### config.mk
export PLATFORM = sky130hd
export DESIGN_NAME = feeder_roller_sequencer
export DESIGN_NICKNAME = d
export VERILOG_FILES = /design/src/rtl/fdr_pkg.sv /design/src/rtl/feeder_roller_sequencer.sv /design/src/rtl/fdr_regs.sv /design/src/rtl/fdr_core.sv
export SDC_FILE = /design/constraint.sdc
export NUM_CORES = 1
export LEC_CHECK = 0
export ABC_CLOCK_PERIOD_IN_PS = 6800
export BUFFER_PORTS_ARGS = -buffer_cell sky130_fd_sc_hd__buf_4
export CAP_MARGIN = 20
export CORE_ASPECT_RATIO = 1.75
export CORE_MARGIN = 2
export CORE_UTILIZATION = 50
export CTS_BUF_LIST = sky130_fd_sc_hd__clkbuf_16
export DETAILED_ROUTE_END_ITERATION = 7
export GPL_TIMING_DRIVEN = 1
export PLACE_DENSITY = 0.75
export RECOVER_POWER = 50
export SLEW_MARGIN = 20
export SYNTH_ARGS = -nofsm -noshare
export SYNTH_HDL_FRONTEND = slang
export SYNTH_SLANG_ARGS = --single-unit
### constraint.sdc
create_clock -name clk -period 6.8 [get_ports clk]
set_input_delay 0.68 -clock clk [delete_from_list [all_inputs] [get_ports clk]]
set_output_delay 0.68 -clock clk [all_outputs]
set_load 0.02 [all_outputs]
### src/rtl/fdr_pkg.sv
// Shared types and constants for the feeder roller sequencer.
// No dependencies; imported by every module of the block.
package fdr_pkg;

    // Field widths
    localparam int DRIVE_W = 16;
    localparam int WIN_W   = 20;
    localparam int COUNT_W = 16;
    localparam int ADDR_W  = 4;
    localparam int DATA_W  = 32;

    // 0.2 scale: (cmd * 13107) >>> 16
    localparam logic signed [31:0] FIFTH_MULT  = 32'sd13107;
    localparam int                 FIFTH_SHIFT = 16;

    // Register word indexes (byte address = 4 * index)
    localparam logic [1:0] REG_SWITCH_PRESENT = 2'd0;
    localparam logic [1:0] REG_TRIGGER_WAIT   = 2'd1;
    localparam logic [1:0] REG_DEBOUNCE_IN    = 2'd2;
    localparam logic [1:0] REG_DEBOUNCE_OUT   = 2'd3;

    // Sequencer phases
    typedef enum logic [1:0] {
        PH_START   = 2'd0,
        PH_STAGING = 2'd1,
        PH_FIRING  = 2'd2,
        PH_FIRED   = 2'd3
    } phase_t;

    // Configuration seen by the sequencer core
    typedef struct packed {
        logic               switch_present;
        logic [WIN_W-1:0]   trigger_wait_ticks;
        logic [WIN_W-1:0]   debounce_in_ticks;
        logic [WIN_W-1:0]   debounce_out_ticks;
    } cfg_t;

endpackage

### src/rtl/feeder_roller_sequencer.sv
// Feeder roller sequencer, top level: input word register, sequencer core,
// result handshake. Depends on fdr_pkg, fdr_regs and fdr_core.
//
// One word in gives one word out. A word is accepted in every cycle while
// the result side keeps up. The accepting edge loads the input register;
// the core's state/result register is loaded when the core steps, which a
// result-side stall can hold off, and the result is presented from it. The
// sequencer state is the result register, so each word sees the state left
// by the previous one. Write the configuration registers only while no
// word is in flight. TIME_BITS sets the width of the two elapsed-tick
// counters; a window at least as large as the saturated counter makes a
// released switch keep reading pressed.
module feeder_roller_sequencer
    import fdr_pkg::*;
#(
    parameter int TIME_BITS = 20
)
(
    input  logic                      clk,
    input  logic                      rst_n,
    input  logic                      psel,
    input  logic                      penable,
    input  logic                      pwrite,
    input  logic [ADDR_W-1:0]         paddr,
    input  logic [DATA_W-1:0]         pwdata,
    output logic [DATA_W-1:0]         prdata,
    output logic                      pready,
    input  logic                      in_valid,
    output logic                      in_stall,
    input  logic                      switch_level,
    input  logic                      shooter_running,
    input  logic signed [DRIVE_W-1:0] drive_command,
    output logic                      out_valid,
    input  logic                      out_stall,
    output logic signed [DRIVE_W-1:0] motor_drive,
    output logic [1:0]                phase,
    output logic [COUNT_W-1:0]        discs_fired
);

    cfg_t                      cfg;
    logic                      in_valid_reg, in_valid_next;
    logic                      out_valid_reg, out_valid_next;
    logic                      level_reg;
    logic                      shooter_reg;
    logic signed [DRIVE_W-1:0] cmd_reg;
    logic                      in_accept;
    logic                      step;
    phase_t                    phase_core;

    fdr_regs u_regs (
        .clk     (clk),
        .rst_n   (rst_n),
        .psel    (psel),
        .penable (penable),
        .pwrite  (pwrite),
        .paddr   (paddr),
        .pwdata  (pwdata),
        .prdata  (prdata),
        .pready  (pready),
        .cfg     (cfg)
    );

    // Handshake: core steps when a word is held and the result slot frees up
    assign step      = in_valid_reg && (!out_valid_reg || !out_stall);
    assign in_stall  = in_valid_reg && !step;
    assign in_accept = in_valid && !in_stall;

    always_comb
    begin
        in_valid_next = in_valid_reg;
        if (in_accept)
            in_valid_next = 1'b1;
        else if (step)
            in_valid_next = 1'b0;

        out_valid_next = out_valid_reg;
        if (step)
            out_valid_next = 1'b1;
        else if (!out_stall)
            out_valid_next = 1'b0;
    end

    always_ff @(posedge clk or negedge rst_n)
    begin
        if (!rst_n)
        begin
            in_valid_reg  <= 1'b0;
            out_valid_reg <= 1'b0;
        end
        else
        begin
            in_valid_reg  <= in_valid_next;
            out_valid_reg <= out_valid_next;
        end
    end

    // Input word register
    always_ff @(posedge clk)
    begin
        if (in_accept)
        begin
            level_reg   <= switch_level;
            shooter_reg <= shooter_running;
            cmd_reg     <= drive_command;
        end
    end

    fdr_core #(
        .TIME_BITS (TIME_BITS)
    ) u_core (
        .clk             (clk),
        .rst_n           (rst_n),
        .cfg             (cfg),
        .step            (step),
        .switch_level    (level_reg),
        .shooter_running (shooter_reg),
        .drive_command   (cmd_reg),
        .motor_drive     (motor_drive),
        .phase           (phase_core),
        .discs_fired     (discs_fired)
    );

    assign phase     = phase_core;
    assign out_valid = out_valid_reg;

endmodule

### src/rtl/fdr_regs.sv
// APB-style configuration registers of the feeder roller sequencer.
// Depends on fdr_pkg for the register indexes and the cfg_t struct.
module fdr_regs
    import fdr_pkg::*;
(
    input  logic              clk,
    input  logic              rst_n,
    input  logic              psel,
    input  logic              penable,
    input  logic              pwrite,
    input  logic [ADDR_W-1:0] paddr,
    input  logic [DATA_W-1:0] pwdata,
    output logic [DATA_W-1:0] prdata,
    output logic              pready,
    output cfg_t              cfg
);

    cfg_t       cfg_reg;
    logic       wr_en;
    logic [1:0] reg_idx;

    assign pready  = 1'b1;
    assign wr_en   = psel && penable && pwrite;
    assign reg_idx = paddr[3:2];
    assign cfg     = cfg_reg;

    // Register writes
    always_ff @(posedge clk or negedge rst_n)
    begin
        if (!rst_n)
        begin
            cfg_reg <= '0;
        end
        else if (wr_en)
        begin
            unique case (reg_idx)
                REG_SWITCH_PRESENT: cfg_reg.switch_present     <= pwdata[0];
                REG_TRIGGER_WAIT:   cfg_reg.trigger_wait_ticks <= pwdata[WIN_W-1:0];
                REG_DEBOUNCE_IN:    cfg_reg.debounce_in_ticks  <= pwdata[WIN_W-1:0];
                REG_DEBOUNCE_OUT:   cfg_reg.debounce_out_ticks <= pwdata[WIN_W-1:0];
                default: ;
            endcase
        end
    end

    // Read mux
    always_comb
    begin
        unique case (reg_idx)
            REG_SWITCH_PRESENT: prdata = DATA_W'(cfg_reg.switch_present);
            REG_TRIGGER_WAIT:   prdata = DATA_W'(cfg_reg.trigger_wait_ticks);
            REG_DEBOUNCE_IN:    prdata = DATA_W'(cfg_reg.debounce_in_ticks);
            REG_DEBOUNCE_OUT:   prdata = DATA_W'(cfg_reg.debounce_out_ticks);
            default:            prdata = '0;
        endcase
    end

endmodule

### src/rtl/fdr_core.sv
// Phase sequencer, switch stretch and drive scaling; holds the result word.
// Depends on fdr_pkg for phase_t, cfg_t and the scale constants.
module fdr_core
    import fdr_pkg::*;
#(
    parameter int TIME_BITS = 20
)
(
    input  logic                      clk,
    input  logic                      rst_n,
    input  cfg_t                      cfg,
    input  logic                      step,
    input  logic                      switch_level,
    input  logic                      shooter_running,
    input  logic signed [DRIVE_W-1:0] drive_command,
    output logic signed [DRIVE_W-1:0] motor_drive,
    output phase_t                    phase,
    output logic [COUNT_W-1:0]        discs_fired
);

    localparam int CMP_W = (TIME_BITS > WIN_W) ? TIME_BITS : WIN_W;
    localparam logic [TIME_BITS-1:0] TIME_MAX = '1;

    phase_t                      phase_reg, phase_next;
    logic signed [DRIVE_W-1:0]   last_drive_reg, last_drive_next;
    logic [TIME_BITS-1:0]        ssp_reg, ssp_next;
    logic [TIME_BITS-1:0]        sdf_reg, sdf_next;
    logic [WIN_W-1:0]            window_reg, window_next;
    logic [COUNT_W-1:0]          fired_total_reg, fired_total_next;

    logic [TIME_BITS-1:0]        ssp_inc, sdf_inc, ssp_sampled;
    logic [WIN_W-1:0]            win_sel;
    logic                        pressed;
    logic                        wait_done;
    logic signed [31:0]          fifth_prod;
    logic signed [DRIVE_W-1:0]   fifth_drive;

    // Saturating elapsed counters
    assign ssp_inc = (ssp_reg == TIME_MAX) ? ssp_reg : TIME_BITS'(ssp_reg + 1'b1);
    assign sdf_inc = (sdf_reg == TIME_MAX) ? sdf_reg : TIME_BITS'(sdf_reg + 1'b1);

    // Stretched switch: start tick loads the in-window before sampling
    assign win_sel     = (phase_reg == PH_START) ? cfg.debounce_in_ticks : window_reg;
    assign pressed     = !switch_level || (CMP_W'(ssp_inc) <= CMP_W'(win_sel));
    assign ssp_sampled = switch_level ? ssp_inc : '0;
    assign wait_done   = CMP_W'(sdf_inc) > CMP_W'(cfg.trigger_wait_ticks);

    // 0.2 scale, floor via arithmetic shift
    assign fifth_prod  = 32'(drive_command) * FIFTH_MULT;
    assign fifth_drive = fifth_prod[FIFTH_SHIFT +: DRIVE_W];

    // Next phase
    always_comb
    begin
        phase_next = phase_reg;
        if (cfg.switch_present)
        begin
            unique case (phase_reg)
                PH_START:
                    phase_next = pressed ? PH_FIRING : PH_STAGING;
                PH_STAGING:
                    if (pressed && last_drive_reg != '0)
                        phase_next = PH_FIRING;
                PH_FIRING:
                    if (shooter_running && !pressed)
                        phase_next = PH_FIRED;
                PH_FIRED:
                    phase_next = PH_STAGING;
                default:
                    phase_next = PH_START;
            endcase
        end
    end

    // Drive, window and counter updates
    always_comb
    begin
        last_drive_next  = last_drive_reg;
        ssp_next         = ssp_inc;
        sdf_next         = sdf_inc;
        window_next      = window_reg;
        fired_total_next = fired_total_reg;
        if (!cfg.switch_present)
        begin
            last_drive_next = drive_command;
        end
        else
        begin
            unique case (phase_reg)
                PH_START:
                begin
                    window_next = cfg.debounce_in_ticks;
                    ssp_next    = ssp_sampled;
                end
                PH_STAGING:
                begin
                    ssp_next = ssp_sampled;
                    if (pressed && last_drive_reg != '0)
                    begin
                        last_drive_next = '0;
                    end
                    else
                    begin
                        window_next     = cfg.debounce_in_ticks;
                        last_drive_next = fifth_drive;
                    end
                end
                PH_FIRING:
                begin
                    if (shooter_running)
                    begin
                        ssp_next = ssp_sampled;
                        if (!pressed)
                        begin
                            last_drive_next = '0;
                        end
                        else if (wait_done)
                        begin
                            window_next     = cfg.debounce_out_ticks;
                            last_drive_next = drive_command;
                        end
                    end
                end
                PH_FIRED:
                begin
                    ssp_next         = TIME_MAX;
                    sdf_next         = '0;
                    fired_total_next = COUNT_W'(fired_total_reg + 1'b1);
                end
                default: ;
            endcase
        end
    end

    // State and result registers
    always_ff @(posedge clk or negedge rst_n)
    begin
        if (!rst_n)
        begin
            phase_reg       <= PH_START;
            last_drive_reg  <= '0;
            ssp_reg         <= TIME_MAX;
            sdf_reg         <= '0;
            window_reg      <= '0;
            fired_total_reg <= '0;
        end
        else if (step)
        begin
            phase_reg       <= phase_next;
            last_drive_reg  <= last_drive_next;
            ssp_reg         <= ssp_next;
            sdf_reg         <= sdf_next;
            window_reg      <= window_next;
            fired_total_reg <= fired_total_next;
        end
    end

    assign motor_drive = last_drive_reg;
    assign phase       = phase_reg;
    assign discs_fired = fired_total_reg;

    // Without a switch the phase never moves
    a_no_switch_hold: assert property (@(posedge clk) disable iff (!rst_n)
        step && !cfg.switch_present |=> $stable(phase_reg))
        else $error("phase moved with no switch fitted");

    // A fired tick returns to staging and restarts the trigger wait
    a_fired_return: assert property (@(posedge clk) disable iff (!rst_n)
        step && cfg.switch_present && phase_reg == PH_FIRED
        |=> phase_reg == PH_STAGING && sdf_reg == '0)
        else $error("fired tick did not return to staging");

    // Disc count only moves on a fired tick
    a_count_only_fired: assert property (@(posedge clk) disable iff (!rst_n)
        !(step && cfg.switch_present && phase_reg == PH_FIRED)
        |=> $stable(fired_total_reg))
        else $error("disc count changed outside a fired tick");

endmodule

==> flow_summary_export.csv <==
group,metric,value,unit
outcome,run_status,"finished, violations left",
outcome,failed_checks,"capacitance limit, slew limit",
floorplanning,num_rows,82,
cells_and_area,seq_area,4490,sq um
floorplanning,core-area,28400,sq um
floorplanning,die_height,228,um
sta,maxSlewHeadroom,-2.60,
routing,finalWirelength,37.5,mm
synth,synth-simple-area-share,0.0928,
floorplanning,die_area,30100,sq um
placed_design,gpl.final_weighted_congestion,0.941,
floorplanning,boundaryPins,130,
routing,vias_per_cell,5.81,
synth,synth.mux.area_fraction,0.0969,
cells_and_area,final.fill_count,2536,
routing,count_of_routing_violations_after_the_opening_detailed_route_iteration,476,
global_route,first_pass_grt_wire_length,60.3,mm
synth,number_of_different_library_cells_in_the_post_synthesis_netlist,71,
power_and_ir_drop,finalPower,7480,uW
cells_and_area,final_area,15800,sq um
routing,wl_per_cell,19.6,um
synth,synth_seq_area_share,0.314,
cells_and_area,drive_above_1_share,0.146,
synth,netlist.area_leader.share,0.239,
synth,synth_commonest_cells,"214 x sky130_fd_sc_hd__inv_1, 138 x sky130_fd_sc_hd__ha_1, 137 x sky130_fd_sc_hd__dfrtp_1",
synth,post_synth_arst_share,0.897,
clocking,cts.repair.resized,0,
clocking,cts_buf_count,17,
setup_path,startpoint_type,"flip-flop",
cells_and_area,diodes,0,
routing,via_count,11100,
job,maxCapViolations,2,
clocking,numClockSinks,175,
global_route,number_of_global_route_vias_before_repair,11600,
clocking,htree_depth,4,
clocking,post-cts-setup-buffers,0,
sta,setup-tns-final,0,ns
synth,synth_edf_count,18,
clocking,clk_pin_slew,0.07,ns
synth,yosys_register_bits,175,
clocking,cts_tree,"yes",
floorplanning,initial_utilization,0.504,
global_route,grt_usage,0.257,
synth,synth_flop_cell,"sky130_fd_sc_hd__dfrtp_1",
cells_and_area,largest_register_ff_count,61,
synth,netlist_instances,1441,
sta,clock_skew,0.00909,ns
synth,synthesis.yosys.warnings,0,
floorplanning,die_width,132,um
cells_and_area,area_growth_syn_to_layout,10.6,%
clocking,max-clock-path-buffers,2,
cells_and_area,finish.net_count,1801,
cells_and_area,multi_input_area,8740,sq um
synth,synth_area,14300,sq um
sta,report.final.setup_viol,0,
routing,antenna_violating_nets_remaining,0,
sta,shortest_clock_period_the_worst_path_allows_after_layout,6.39,ns
synth,synth_fa_ha_area_frac,0.234,
setup_path,crit_slowest_cell,"sky130_fd_sc_hd__a2111oi_1",
global_route,grt_remaining_overflow,0,
routing,detail_route.drc_violations,0,
setup_path,path_class,"reg2reg",
setup_path,critical_path.max_stage_delay,0.76,ns
cells_and_area,finalCoreUtilization,0.558,
setup_path,critical_path.most_common_cell,"sky130_fd_sc_hd__fa_1",
synth,synth_compound_gate_area_share,0.137,
sta,final.period_utilization,0.940,
min_path,min-delay-path-class,"in2reg",
global_route,largest_net_degree_at_the_start_of_global_routing,100,
clocking,cts_hold_buffers,0,
synth,yosys.cell_count.top_type,"sky130_fd_sc_hd__inv_1",
sta,hold_violations,0,
global_route,number_of_antenna_violations_at_the_first_check_in_global_routing,0,
setup_path,worst_path_cell_trace,"ha_1 > fa_1 > fa_1 > fa_1 > fa_1 > inv_1 > fa_1 > inv_1 > ha_1 > a21o_1 > a21o_1 > a2111oi_1 > nor2_1 > a221oi_1 > xnor2_1 > a22oi_1 > a21oi_1",
setup_path,setup.worst_path.end_class,"flip-flop",
synth,synth-xor-area-share,0.0465,
placed_design,dp.final_hpwl,29.6,mm
setup_path,cp.required,7.17,ns
routing,drt-pass1-iter-count,5,
power_and_ir_drop,vdd_drop_max,0.000310,V
sta,grt_setup_unrepaired,"no",
placed_design,placement.io_buffers,102,
setup_path,crit_fanout,6,
sta,hold_ws,0.427,ns
synth,combinational_family_with_the_most_area_after_synthesis,"adder cells",
power_and_ir_drop,power-per-cell-area,472,nW/um^2
sta,peak_clock_frequency_supported_by_timing,156,MHz
setup_path,data_arrival_time_of_the_worst_path,6.76,ns
sta,maxSlewViolCount,126,
placed_design,dpl_cell_area,15400,sq um
sta,worstMarginPinSlew,5.40,ns
synth,synth.largest_area_cell,"sky130_fd_sc_hd__dfrtp_1",
synth,synth.area.top_cells,"sky130_fd_sc_hd__dfrtp_1 24%, sky130_fd_sc_hd__ha_1 12%, sky130_fd_sc_hd__fa_1 11%, sky130_fd_sc_hd__mux2_2 6.5%, sky130_fd_sc_hd__inv_1 5.6%",
power_and_ir_drop,p_leak,0.00758,uW
clocking,worst_skew_pair.late_latency,0.45,ns
synth,synth.avg_cell_area,9.94,sq um
clocking,ctsRootBufferMaster,"sky130_fd_sc_hd__clkbuf_16",
## final cells by class
cell class | count | share of cell area
clock buffer | 18 | 0.0284
inverter | 214 | 0.0507
tap | 378 | 0.0298
multi-input combinational | 994 | 0.552
sequential | 175 | 0.284
timing repair buffer | 119 | 0.0474
clock inverter | 14 | 0.00829
## cell usage in the layout (no fill, tap or decap), types with 8 or more instances in the layout
master                      netlist  routed
sky130_fd_sc_hd__and4_1           8       8
sky130_fd_sc_hd__mux2i_1         43      43
sky130_fd_sc_hd__ha_1           138     138
sky130_fd_sc_hd__o211ai_1         8       8
sky130_fd_sc_hd__nand3_1         35      35
sky130_fd_sc_hd__conb_1           2      13
sky130_fd_sc_hd__buf_4           14      62
sky130_fd_sc_hd__o21ai_0         48      48
sky130_fd_sc_hd__clkbuf_4         0      16
sky130_fd_sc_hd__and3_1          14      14
sky130_fd_sc_hd__inv_1          214     215
sky130_fd_sc_hd__a21o_1          16      16
sky130_fd_sc_hd__dfrtp_1        137     137
sky130_fd_sc_hd__nor3_1           8       8
sky130_fd_sc_hd__edfxtp_1        18      18
sky130_fd_sc_hd__clkbuf_1        43      40
sky130_fd_sc_hd__nand4_1         27      27
sky130_fd_sc_hd__mux2_2          83      83
sky130_fd_sc_hd__a31oi_1         30      30
sky130_fd_sc_hd__xor2_1          26      26
sky130_fd_sc_hd__fa_1            81      81
sky130_fd_sc_hd__nand2b_1        10      10
sky130_fd_sc_hd__o31ai_1         12      12
sky130_fd_sc_hd__nand2_1         74      74
sky130_fd_sc_hd__a211oi_1         9       9
sky130_fd_sc_hd__clkbuf_16        0      18
sky130_fd_sc_hd__a21oi_1         90      89
sky130_fd_sc_hd__a221o_1         13      13
sky130_fd_sc_hd__nor2_1          53      53
sky130_fd_sc_hd__a22oi_1         10      10
sky130_fd_sc_hd__xnor2_1         50      50
sky130_fd_sc_hd__dfstp_2         20      20
sky130_fd_sc_hd__a22o_1          24      24
## cell families (layout without fill, tap and decap cells)
family | count (synthesis) | in the layout
compound gates | 295 | 295
xor+xnor | 76 | 76
fa+ha+maj | 219 | 219
buf+inv | 283 | 365
flops | 175 | 175
mux | 127 | 127
other cells | 2 | 13
simple gates | 264 | 264
## worst paths after layout
kind / startpoint / to / slack [ns] / cells after the start
hold reg to reg: u_core.discs_fired[15] / u_core.discs_fired[15] / 0.48 / 1
max in group asynchronous: rst_n / u_core.motor_drive[8] / 1.54 / 1
hold / removal: drive_command[12] / cmd_reg[12] / 0.43 / 1
setup reg to reg: cmd_reg[8] / u_core.motor_drive[11] / 0.41 / 17
setup / recovery: cmd_reg[8] / u_core.motor_drive[11] / 0.41 / 17
min in group asynchronous: rst_n / u_regs.cfg[27] / 2.18 / 1
## stage by stage
step | worst slack [ns] | std cells
floorplan | 1.32 | 1452
global placement | 0.565 | 1879
detailed placement | 0.458 | 1879
CTS | 0.408 | 1911
global route | 0.138 | 1912
finish | 0.408 | 1912
## report_power, final
| part | internal, uW | total (uW) | switching (uW) | leakage [uW] |
|---|---|---|---|---|
| Clock | 534 | 995 | 461 | 0.000290 |
| Combinational | 1950 | 4850 | 2900 | 0.00521 |
| Sequential | 1360 | 1640 | 278 | 0.00208 |
## critical path: cells and delay by family, from the launching register on
| family | cells | cell delay [ns] |
|---|---|---|
| adder cells (fa/ha/maj) | 7 | 3.42 |
| AO/OA/AOI/OAI | 6 | 1.84 |
| flip-flops | 1 | 0.52 |
| XOR/XNOR | 1 | 0.23 |
| AND/OR/NAND/NOR | 1 | 0.16 |
| buffers and inverters | 2 | 0.13 |
## routing by layer
| metal | vias to the layer above | part of all wire | GRT usage |
|---|---|---|---|
| met5 | - | 0 | 0 |
| li1 | 5149 | - | - |
| met2 | 309 | 0.56 | 0.499 |
| met3 | 121 | 0.030 | 0.0296 |
| met4 | 0 | 0.070 | 0.170 |
| met1 | 5532 | 0.34 | 0.250 |
Power figures use the tool's default switching activity.
